File: src/rtl/core/ffdc_pkg.sv
// ----------------------------------------------------------------------------
// ffdc_pkg
// shared constants and types of the fixed-length frame deframer
// ----------------------------------------------------------------------------
package ffdc_pkg;

  localparam int unsigned FRAME_LEN = 85;
  localparam int unsigned SKIP_W    = $clog2(FRAME_LEN);

  localparam logic [7:0]        SOF_BYTE  = 8'hFE;
  localparam logic [7:0]        EOF_BYTE  = 8'hFF;
  localparam logic [SKIP_W-1:0] SKIP_INIT = SKIP_W'(FRAME_LEN - 1);

  typedef enum logic [1:0] {
    STATUS_NONE = 2'd0,
    STATUS_GOOD = 2'd1,
    STATUS_BAD  = 2'd2
  } frame_status_e;

  // taps of the window that one accepted byte needs
  typedef struct packed {
    logic [7:0] head_byte;  // byte that becomes the oldest one
    logic [7:0] tail_byte;  // byte that becomes the checksum byte
    logic [7:0] sum_next;   // running sum after the shift
  } win_tap_t;

endpackage

File: src/rtl/core/ffdc_byte_if.sv
// ----------------------------------------------------------------------------
// ffdc_byte_if
// request channel carrying one received serial byte
// ----------------------------------------------------------------------------
interface ffdc_byte_if;

  logic       valid;
  logic       ready;
  logic [7:0] rx_byte;

  modport source (output valid, output rx_byte, input ready);
  modport sink (input valid, input rx_byte, output ready);

endinterface

File: src/rtl/core/ffdc_status_if.sv
// ----------------------------------------------------------------------------
// ffdc_status_if
// request channel carrying the frame status and both checksums
// ----------------------------------------------------------------------------
interface ffdc_status_if;

  logic       valid;
  logic       ready;
  logic [1:0] frame_status;
  logic [7:0] computed_sum;
  logic [7:0] carried_sum;

  modport source (output valid, output frame_status, output computed_sum,
                  output carried_sum, input ready);
  modport sink (input valid, input frame_status, input computed_sum,
                input carried_sum, output ready);

endinterface

File: src/rtl/core/ffdc_window.sv
// ----------------------------------------------------------------------------
// ffdc_window
// byte shift window with running checksum over the frame body
// ----------------------------------------------------------------------------
module ffdc_window import ffdc_pkg::*; (
  input  logic       clk_i,
  input  logic       rst_ni,
  input  logic       shift_i,
  input  logic [7:0] byte_i,
  output win_tap_t   tap_o
);

  logic [7:0] win_q [FRAME_LEN];
  logic [7:0] sum_q;
  logic [7:0] sum_d;

  // body positions 1..L-3 move in from old positions 2..L-2
  assign sum_d = sum_q - win_q[1] + win_q[FRAME_LEN-2];

  assign tap_o.head_byte = win_q[1];
  assign tap_o.tail_byte = win_q[FRAME_LEN-1];
  assign tap_o.sum_next  = sum_d;

  always_ff @(posedge clk_i or negedge rst_ni) begin
    if (!rst_ni) begin
      for (int i = 0; i < FRAME_LEN; i++) begin
        win_q[i] <= 8'h00;
      end
      sum_q <= 8'h00;
    end else if (shift_i) begin
      for (int i = 0; i < FRAME_LEN - 1; i++) begin
        win_q[i] <= win_q[i+1];
      end
      win_q[FRAME_LEN-1] <= byte_i;
      sum_q              <= sum_d;
    end
  end

endmodule

File: src/rtl/core/fixed_frame_deframer_checksum.sv
// ----------------------------------------------------------------------------
// fixed_frame_deframer_checksum
// fixed-length frame sync on a byte stream with 8-bit additive checksum
// a result is registered and valid in the cycle after its byte is accepted
// throughput: one byte per cycle while the status sink is ready, set by the single-step window shift and sum
// the output register frees its slot in the same cycle it is taken
// reset clears the window, running sum, skip count and output valid
// ----------------------------------------------------------------------------
module fixed_frame_deframer_checksum import ffdc_pkg::*; (
  input  logic                 clk_i,
  input  logic                 rst_ni,
  ffdc_byte_if.sink            rx_i,
  ffdc_status_if.source        status_o
);

  win_tap_t          tap;
  logic              accept;
  logic              match;
  logic [SKIP_W-1:0] skip_q;
  logic [SKIP_W-1:0] skip_d;
  logic              out_valid_q;
  frame_status_e     status_q;
  frame_status_e     status_d;
  logic [7:0]        calc_q;
  logic [7:0]        calc_d;
  logic [7:0]        carr_q;
  logic [7:0]        carr_d;

  assign rx_i.ready = !out_valid_q || status_o.ready;
  assign accept     = rx_i.valid && rx_i.ready;

  ffdc_window u_window (
    .clk_i  (clk_i),
    .rst_ni (rst_ni),
    .shift_i(accept),
    .byte_i (rx_i.rx_byte),
    .tap_o  (tap)
  );

  assign match = (skip_q == '0) && (tap.head_byte == SOF_BYTE) &&
                 (rx_i.rx_byte == EOF_BYTE);

  always_comb begin
    skip_d   = skip_q;
    status_d = STATUS_NONE;
    calc_d   = 8'h00;
    carr_d   = 8'h00;
    if (skip_q != '0) begin
      skip_d = skip_q - SKIP_W'(1);
    end else if (match) begin
      skip_d   = SKIP_INIT;
      calc_d   = tap.sum_next;
      carr_d   = tap.tail_byte;
      status_d = (tap.sum_next == tap.tail_byte) ? STATUS_GOOD : STATUS_BAD;
    end
  end

  always_ff @(posedge clk_i or negedge rst_ni) begin
    if (!rst_ni) begin
      skip_q      <= '0;
      out_valid_q <= 1'b0;
    end else begin
      if (accept) begin
        skip_q      <= skip_d;
        out_valid_q <= 1'b1;
      end else if (status_o.ready) begin
        out_valid_q <= 1'b0;
      end
    end
  end

  always_ff @(posedge clk_i) begin
    if (accept) begin
      status_q <= status_d;
      calc_q   <= calc_d;
      carr_q   <= carr_d;
    end
  end

  assign status_o.valid        = out_valid_q;
  assign status_o.frame_status = status_q;
  assign status_o.computed_sum = calc_q;
  assign status_o.carried_sum  = carr_q;

  // a match reloads the skip counter
  assert property (@(posedge clk_i) disable iff (!rst_ni)
    accept && match |=> skip_q == SKIP_INIT)
    else $error("skip counter not reloaded after match");

  // no match can be reported while matching is suppressed
  assert property (@(posedge clk_i) disable iff (!rst_ni)
    accept && skip_q != '0 |=> status_o.frame_status == STATUS_NONE)
    else $error("frame reported during skip");

  // a good frame carries equal checksums
  assert property (@(posedge clk_i) disable iff (!rst_ni)
    status_o.valid && status_o.frame_status == STATUS_GOOD |->
      status_o.computed_sum == status_o.carried_sum)
    else $error("good frame with unequal checksums");

  // no frame end gives zero checksums
  assert property (@(posedge clk_i) disable iff (!rst_ni)
    status_o.valid && status_o.frame_status == STATUS_NONE |->
      status_o.computed_sum == 8'h00 && status_o.carried_sum == 8'h00)
    else $error("checksums nonzero without frame");

  // an empty output slot never blocks the input
  assert property (@(posedge clk_i) disable iff (!rst_ni)
    !out_valid_q |-> rx_i.ready)
    else $error("input stalled with empty output register");

endmodule
File: src/flat_wrapper.sv
// flat-port wrapper written by rule: the top's interface ports become plain ports
module fixed_frame_deframer_checksum_flat import ffdc_pkg::*;
  (clk_i, rst_ni, rx_i_valid, rx_i_rx_byte, rx_i_ready, status_o_valid, status_o_frame_status, status_o_computed_sum, status_o_carried_sum, status_o_ready);
  ffdc_byte_if rx_i_i ();
  ffdc_status_if status_o_i ();
  input  logic clk_i;
  input  logic rst_ni;
  input wire logic [$bits(rx_i_i.valid)-1:0] rx_i_valid;
  input wire logic [$bits(rx_i_i.rx_byte)-1:0] rx_i_rx_byte;
  output wire logic [$bits(rx_i_i.ready)-1:0] rx_i_ready;
  output wire logic [$bits(status_o_i.valid)-1:0] status_o_valid;
  output wire logic [$bits(status_o_i.frame_status)-1:0] status_o_frame_status;
  output wire logic [$bits(status_o_i.computed_sum)-1:0] status_o_computed_sum;
  output wire logic [$bits(status_o_i.carried_sum)-1:0] status_o_carried_sum;
  input wire logic [$bits(status_o_i.ready)-1:0] status_o_ready;
  assign rx_i_i.valid = rx_i_valid;
  assign rx_i_i.rx_byte = rx_i_rx_byte;
  assign rx_i_ready = rx_i_i.ready;
  assign status_o_valid = status_o_i.valid;
  assign status_o_frame_status = status_o_i.frame_status;
  assign status_o_computed_sum = status_o_i.computed_sum;
  assign status_o_carried_sum = status_o_i.carried_sum;
  assign status_o_i.ready = status_o_ready;
  fixed_frame_deframer_checksum u_core (.clk_i(clk_i), .rst_ni(rst_ni), .rx_i(rx_i_i), .status_o(status_o_i));
endmodule
File: config.mk
export PLATFORM = sky130hd
export DESIGN_NAME = fixed_frame_deframer_checksum_flat
export DESIGN_NICKNAME = d
export VERILOG_FILES = /design/src/rtl/core/ffdc_pkg.sv /design/src/rtl/core/ffdc_byte_if.sv /design/src/rtl/core/ffdc_status_if.sv /design/src/rtl/core/ffdc_window.sv /design/src/rtl/core/fixed_frame_deframer_checksum.sv /design/src/flat_wrapper.sv
export SDC_FILE = /design/constraint.sdc
export NUM_CORES = 1
export LEC_CHECK = 0
export ABC_AREA = 1
export BUFFER_PORTS_ARGS = -buffer_cell sky130_fd_sc_hd__buf_2
export CORE_MARGIN = 1.5
export CORE_UTILIZATION = 30
export CTS_CLUSTER_DIAMETER = 30
export DETAILED_ROUTE_END_ITERATION = 10
export SLEW_MARGIN = 30
export SYNTH_ARGS = -nofsm -noshare
export SYNTH_HDL_FRONTEND = slang
export SYNTH_HIERARCHICAL = 1
export SYNTH_SLANG_ARGS = --single-unit
File: constraint.sdc
create_clock -name clk_i -period 3.3 [get_ports clk_i]
set_input_delay 0.165 -clock clk_i [delete_from_list [all_inputs] [get_ports clk_i]]
set_output_delay 0.165 -clock clk_i [all_outputs]
set_load 0.01 [all_outputs]
==> impl_metrics.py, run 1 <==
metrics = {
    "timing": {
        "layout_setup_ws_ps": 497,
        "drv_slew": 0,
        "fmax_ghz": 0.357,
        "tns_ps": 0,
        "period_minus_slack_ps": 2800,
        "finalCritPeriodShare_pct": 84.9,
        "tightest_slew_ps": 889,
        "relSlewSlack_pct": 40.7,
        "finalHoldViolations": 0,
        "skew_ps": 22.6,
        "setup_viol_count_final": 0,
        "rsz0062_at_grt": "false",
    },
    "clocking": {
        "cts_tree": "done",
        "numCtsBuffers": 134,
        "post-cts-setup-buffers": 0,
        "clock_path_buffers": 3,
        "ctsResizeCount": 0,
        "clkSlewWorstSetupHoldPaths_ps": 50,
        "cts_root_buffer": "clkbuf_16",
        "cts_num_sinks": 706,
        "worstSkewPairLatency_ps": 710,
        "h-tree-depth": 4,
        "ctsHoldBuffers": 12,
    },
    "routing": {
        "vias": 17550,
        "first_pass_iters": 7,
        "drc": 0,
        "wl_per_cell_um": 11.7,
        "via_per_inst": 4.25,
        "drt_iter0_drc": 1391,
        "drtAntennaViolNets": 0,
        "wirelength_mm": 48.1,
    },
    "setup_path": {
        "cp_max_fo": 5,
        "worstPathRequired_ps": 3740,
        "end_kind": "flip-flop",
        "crit_arrival_ps": 3250,
        "worstSetupPathType": "flip-flop to flip-flop",
        "cp-start-kind": "flip-flop",
    },
    "die": {
        "die_area_um2": 93300,
        "initial_utilization_pct": 30.4,
        "core-area_um2": 90300,
        "die-width_um": 306,
        "ioPinCount": 32,
        "die_y_um": 306,
        "placement_rows": 110,
    },
    "yosys": {
        "ys_dominant_reg_cell": "dfrtp_1",
        "synth_top_cell_area_share_pct": 62.7,
        "async_reset_ff_share_pct": 97.5,
        "yosysWarnings": 6,
        "synth_seq_cells": 706,
        "syn_inst": 2801,
        "synth_edf_count": 18,
        "ys_top_cells_by_area": "dfrtp_1, nand2_1, o21ai_1",
        "synth_largest_area_cell": "dfrtp_1",
        "synthTopCellsByCount": "nand2_1, dfrtp_1, inv_1",
        "ys_types": 33,
        "syn_area_um2": 27500,
        "syn-num-nets": 2830,
        "yosysSeqAreaShare_pct": 64.7,
        "yosysMostFrequentCell": "nand2_1",
        "syn_avg_cell_area_um2": 9.80,
    },
    "placed_design": {
        "dp.final_hpwl_mm": 27.0,
        "gp_congestion": 0.755,
        "io_buffers": 31,
        "place_ws_ps": 517,
    },
    "layout": {
        "nNetsFinal": 2875,
        "drive_above_1_share_pct": 10.8,
        "syn2layout_area_growth_pct": 21.8,
        "antennaDiodeCount": 0,
    },
    "power_and_ir_drop": {
        "power.density_nw_per_um2": 918,
        "p_leak_uw": 0.0153,
        "total_power_uw": 30700,
        "irDropWorstVdd_mv": 0.487,
    },
    "grt": {
        "grt_usage_pct": 10.8,
        "grtUsageMet1_pct": 14.6,
        "overflow": 0,
        "met3_usage_pct": 2.93,
        "busiest_layer": "met2",
        "antenna_found_initial": 0,
        "grt_pass1_wl_mm": 85.9,
        "grt_max_degree": 211,
        "use_met2_pct": 16.4,
        "grt_pass1_vias": 17681,
    },
    "min_path": {
        "hp-class": "input port to async pin",
    },
    "flow_run": {
        "drv_cap": 0,
    },
    "run_status": {
        "status": "finished, final reports clean",
    },
}
## through the flow
stage          cells  cell area (um2)  hold WS (ps)  util [%]
5_1_grt         4128            33400           147      37.0
4_1_cts         4128            33400           113      37.0
3_3_place_gp    3874            28500           265      31.6
2_1_floorplan   2801            27500          -131         -
6_report        4128            33400           105      37.0
3_5_place_dp    3874            28500           270      31.6
## per-layer routing
metal  share of wire [%]  routed length, um
met1                  49              23300
met2                  45              21700
met3                 3.9               1880
met4                 2.5               1220
met5                   0                  0
## logic make-up (layout without fill, tap and decap cells)
logic type | after synthesis | count (layout) | synth area share, %
AO/OA/AOI/OAI | 673 | 673 | 12.3
buffers and inverters | 563 | 714 | 9.61
flip-flops | 706 | 706 | 64.7
XOR/XNOR | 13 | 13 | 0.415
AND/OR/NAND/NOR | 829 | 829 | 12.0
adder cells (fa/ha/maj) | 17 | 17 | 0.966
## cells in the final DEF, fill, tap and decap left out, types with 18 or more instances in the layout
master and n:
dfrtp_1 688, nand2_1 766, buf_12 23, edfxtp_1 18, clkbuf_8 19, clkbuf_16 135, o21ai_1 347, inv_1 392
nor2_1 19, buf_2 30, o21ai_0 322
## power by group
group	internal (uW)	total [uW]	switching, uW	leakage [uW]
combinational	1690	4670	2990	0.00372
clock	9390	14200	4760	0.00233
sequential	10900	11900	937	0.00926
total	22000	30700	8690	0.0153
## registers in the layout, indices dropped and copies added, names as in the netlist
signal and flops:
u_core/status_o.valid 1, u_core/status_o.frame_status 2, u_core/status_o.carried_sum 8, u_core/skip_q 7, u_core/status_o.computed_sum 8, u_core/u_window/sum_q 8, u_core/u_window/win_q 656, u_core/u_window/tap_o 16
## area by class of cell
| class | instances | area [um2] |
|---|---|---|
| flip-flops and latches | 706 | 17800 |
| repair buffers | 77 | 828 |
| clock buffers | 165 | 3680 |
| clock inverters | 77 | 1140 |
| well taps | 1176 | 1470 |
| inverters | 395 | 1500 |
| multi-input cells | 1532 | 7060 |
| fillers | 8884 | 56800 |
## path summary, 6_finish.rpt
path,startpoint,cells past startpoint,slack [ps],end
setup reg to reg,u_core/u_window/tap_o[18]$_DFFE_PN0P_,13,500,u_core/status_o.frame_status[1]$_SDFFCE_PP0P_
hold / removal,rst_ni,2,100,u_core/u_window/win_q[110]$_DFFE_PN0P_
min in group clk_i,rx_i_rx_byte[3],4,230,u_core/u_window/tap_o[11]$_DFFE_PN0P_
setup / recovery,u_core/u_window/tap_o[18]$_DFFE_PN0P_,13,500,u_core/status_o.frame_status[1]$_SDFFCE_PP0P_
hold reg to reg,u_core/u_window/win_q[652]$_DFFE_PN0P_,2,460,u_core/u_window/win_q[660]$_DFFE_PN0P_
max in group asynchronous,rst_ni,4,2180,u_core/u_window/win_q[265]$_DFFE_PN0P_
## worst max-delay path, cell delays in order, from the launching register on
cell     delay (ps)
dfrtp_1         410
fa_1            540
inv_1            40
ha_1            360
a21oi_1         180
nand2_1         130
a21oi_1         160
nand2_1          80
and2_1          160
xor2_1          140
nor2_1          110
nand2_1          90
nor2_1          110
nor2_1           40
Power figures use the tool's default switching activity.
==> inputs of run 2 (changes only) <==
clock period = 2.9 ns   (was 3.3 ns; I/O delays follow)
==> impl_metrics.py, run 2 (synthesized netlist as in run 1, its figures left out) <==
metrics = {
    "timing": {
        "tns_ps": 0,
        "fmax_ghz": 0.369,
        "period_minus_slack_ps": 2710,
        "rsz0062_at_grt": "false",
        "finalHoldViolations": 0,
        "setup_viol_count_final": 0,
        "drv_slew": 0,
        "skew_ps": 25.9,
        "relSlewSlack_pct": 52.4,
        "tightest_slew_ps": 715,
        "finalCritPeriodShare_pct": 93.5,
    },
    "layout": {
        "final_cell_count_no_fill": 4127,
        "nNetsFinal": 2875,
        "layout_commonest_cell": "nand2_1",
        "syn2layout_area_growth_pct": 21.1,
        "multi_input_area_um2": 7070,
        "antennaDiodeCount": 0,
        "drive_above_1_share_pct": 10.7,
        "fill_cells": 8884,
        "final_area_um2": 33200,
        "regMostFlops": "u_core/u_window/win_q",
        "regArea_um2": 17800,
        "layout_common_cells": "nand2_1, dfrtp_1, inv_1",
        "largest_reg_flops": 656,
    },
    "power_and_ir_drop": {
        "total_power_uw": 34500,
        "p_leak_uw": 0.0152,
        "irDropWorstVdd_mv": 0.605,
        "power.density_nw_per_um2": 1040,
    },
    "grt": {
        "overflow": 0,
        "grt_pass1_vias": 17792,
        "grt_max_degree": 188,
        "grt_usage_pct": 10.8,
        "antenna_found_initial": 0,
        "grt_pass1_wl_mm": 85.8,
    },
    "placed_design": {
        "dp.final_hpwl_mm": 26.8,
        "io_buffers": 31,
        "placement.cell_area_um2": 28400,
        "dp.cells": 3876,
        "gp_congestion": 0.754,
    },
    "clocking": {
        "cts_root_buffer": "clkbuf_16",
        "h-tree-depth": 4,
        "worstSkewPairLatency_ps": 700,
        "cts_tree": "done",
        "clock_path_buffers": 3,
        "clkSlewWorstSetupHoldPaths_ps": 50,
        "numCtsBuffers": 131,
        "cts_num_sinks": 706,
    },
    "setup_path": {
        "cp-startpoint": "u_core/u_window/tap_o[18]$_DFFE_PN0P_",
        "end_kind": "flip-flop",
        "worstReg2RegStart": "u_core/u_window/tap_o[18]$_DFFE_PN0P_",
        "cp-start-kind": "flip-flop",
        "worstPathRequired_ps": 3330,
        "crit_arrival_ps": 3140,
        "cp_max_fo": 5,
        "worstSetupPathType": "flip-flop to flip-flop",
    },
    "routing": {
        "drtAntennaViolNets": 0,
        "vias": 17393,
        "wirelength_mm": 48.0,
        "drc": 0,
        "via_per_inst": 4.21,
        "wl_per_cell_um": 11.6,
        "drt_iter0_drc": 1174,
        "first_pass_iters": 5,
    },
    "die": {
        "die-width_um": 306,
        "placement_rows": 110,
        "die_area_um2": 93300,
        "die_y_um": 306,
        "ioPinCount": 32,
        "initial_utilization_pct": 30.4,
        "core-area_um2": 90300,
    },
    "run_status": {
        "status": "finished, final reports clean",
    },
    "flow_run": {
        "drv_cap": 0,
    },
    "min_path": {
        "hp-class": "input port to async pin",
    },
}
## run 2: routing by layer
metal  part of all wire (%)  GRT usage, %  vias up  routed length [um]
met2                     45          16.5      195               21500
met5                      0             0        -                   0
met1                     50          14.6     8271               23800
li1                       -             -     8837                   -
met3                    3.3          2.84       90                1590
met4                    2.2          4.69        0                1070
## run 2: timing repair
item / CTS / global route
buffers inserted: 0 / 1
endpoints found under the setup margin: 0 / 1
hold buffers: 12 / 0
hold endpoints to repair: 379 / 0
gates resized for setup: 0 / 3
## run 2: cell type report
type,instances,share of cell area [%]
Clock buffer,162,10.8
Clock inverter,76,3.29
Inverter,395,4.51
Multi-Input combinational cell,1532,21.3
Sequential cell,706,53.4
Tap cell,1176,4.43
Timing Repair Buffer,80,2.33
## run 2: power by group
part,leakage [uW],internal [uW],switching [uW]
combinational,0.00371,1950,3390
sequential,0.00926,12400,1070
clock,0.00227,10500,5160
## run 2: final timing paths
| path | slack (ps) | endpoint | depth (start not counted) |
|---|---|---|---|
| worst max-delay path | 190 | u_core/status_o.frame_status[1]$_SDFFCE_PP0P_ | 13 |
| worst min-delay path | 30 | u_core/u_window/win_q[86]$_DFFE_PN0P_ | 2 |
| worst max register to register | 190 | u_core/status_o.frame_status[1]$_SDFFCE_PP0P_ | 13 |
| worst min register to register | 460 | u_core/u_window/win_q[623]$_DFFE_PN0P_ | 2 |
| max in group asynchronous | 1890 | u_core/u_window/win_q[323]$_DFFE_PN0P_ | 3 |
| min in group clk_i | 220 | u_core/u_window/tap_o[11]$_DFFE_PN0P_ | 4 |
## run 2: worst max-delay path, cell delays in order, from the launching register on
cell	delay [ps]
dfrtp_1	400
fa_1	540
inv_1	40
ha_2	310
a21oi_1	150
nand2_1	130
a21oi_1	170
nand2_1	80
and2_1	160
xor2_1	140
nor2_1	120
nand2_1	90
nor2_1	100
nor2_1	40
## run 2: metrics by stage
stage	utilization, %	hold slack (ps)	setup slack [ps]
final	36.8	34.2	188
after global routing	36.8	48.6	9.41
after CTS	36.8	19.0	110
after detailed placement	31.5	177	132
after global placement	31.5	179	123
after floorplan	-	-151	327
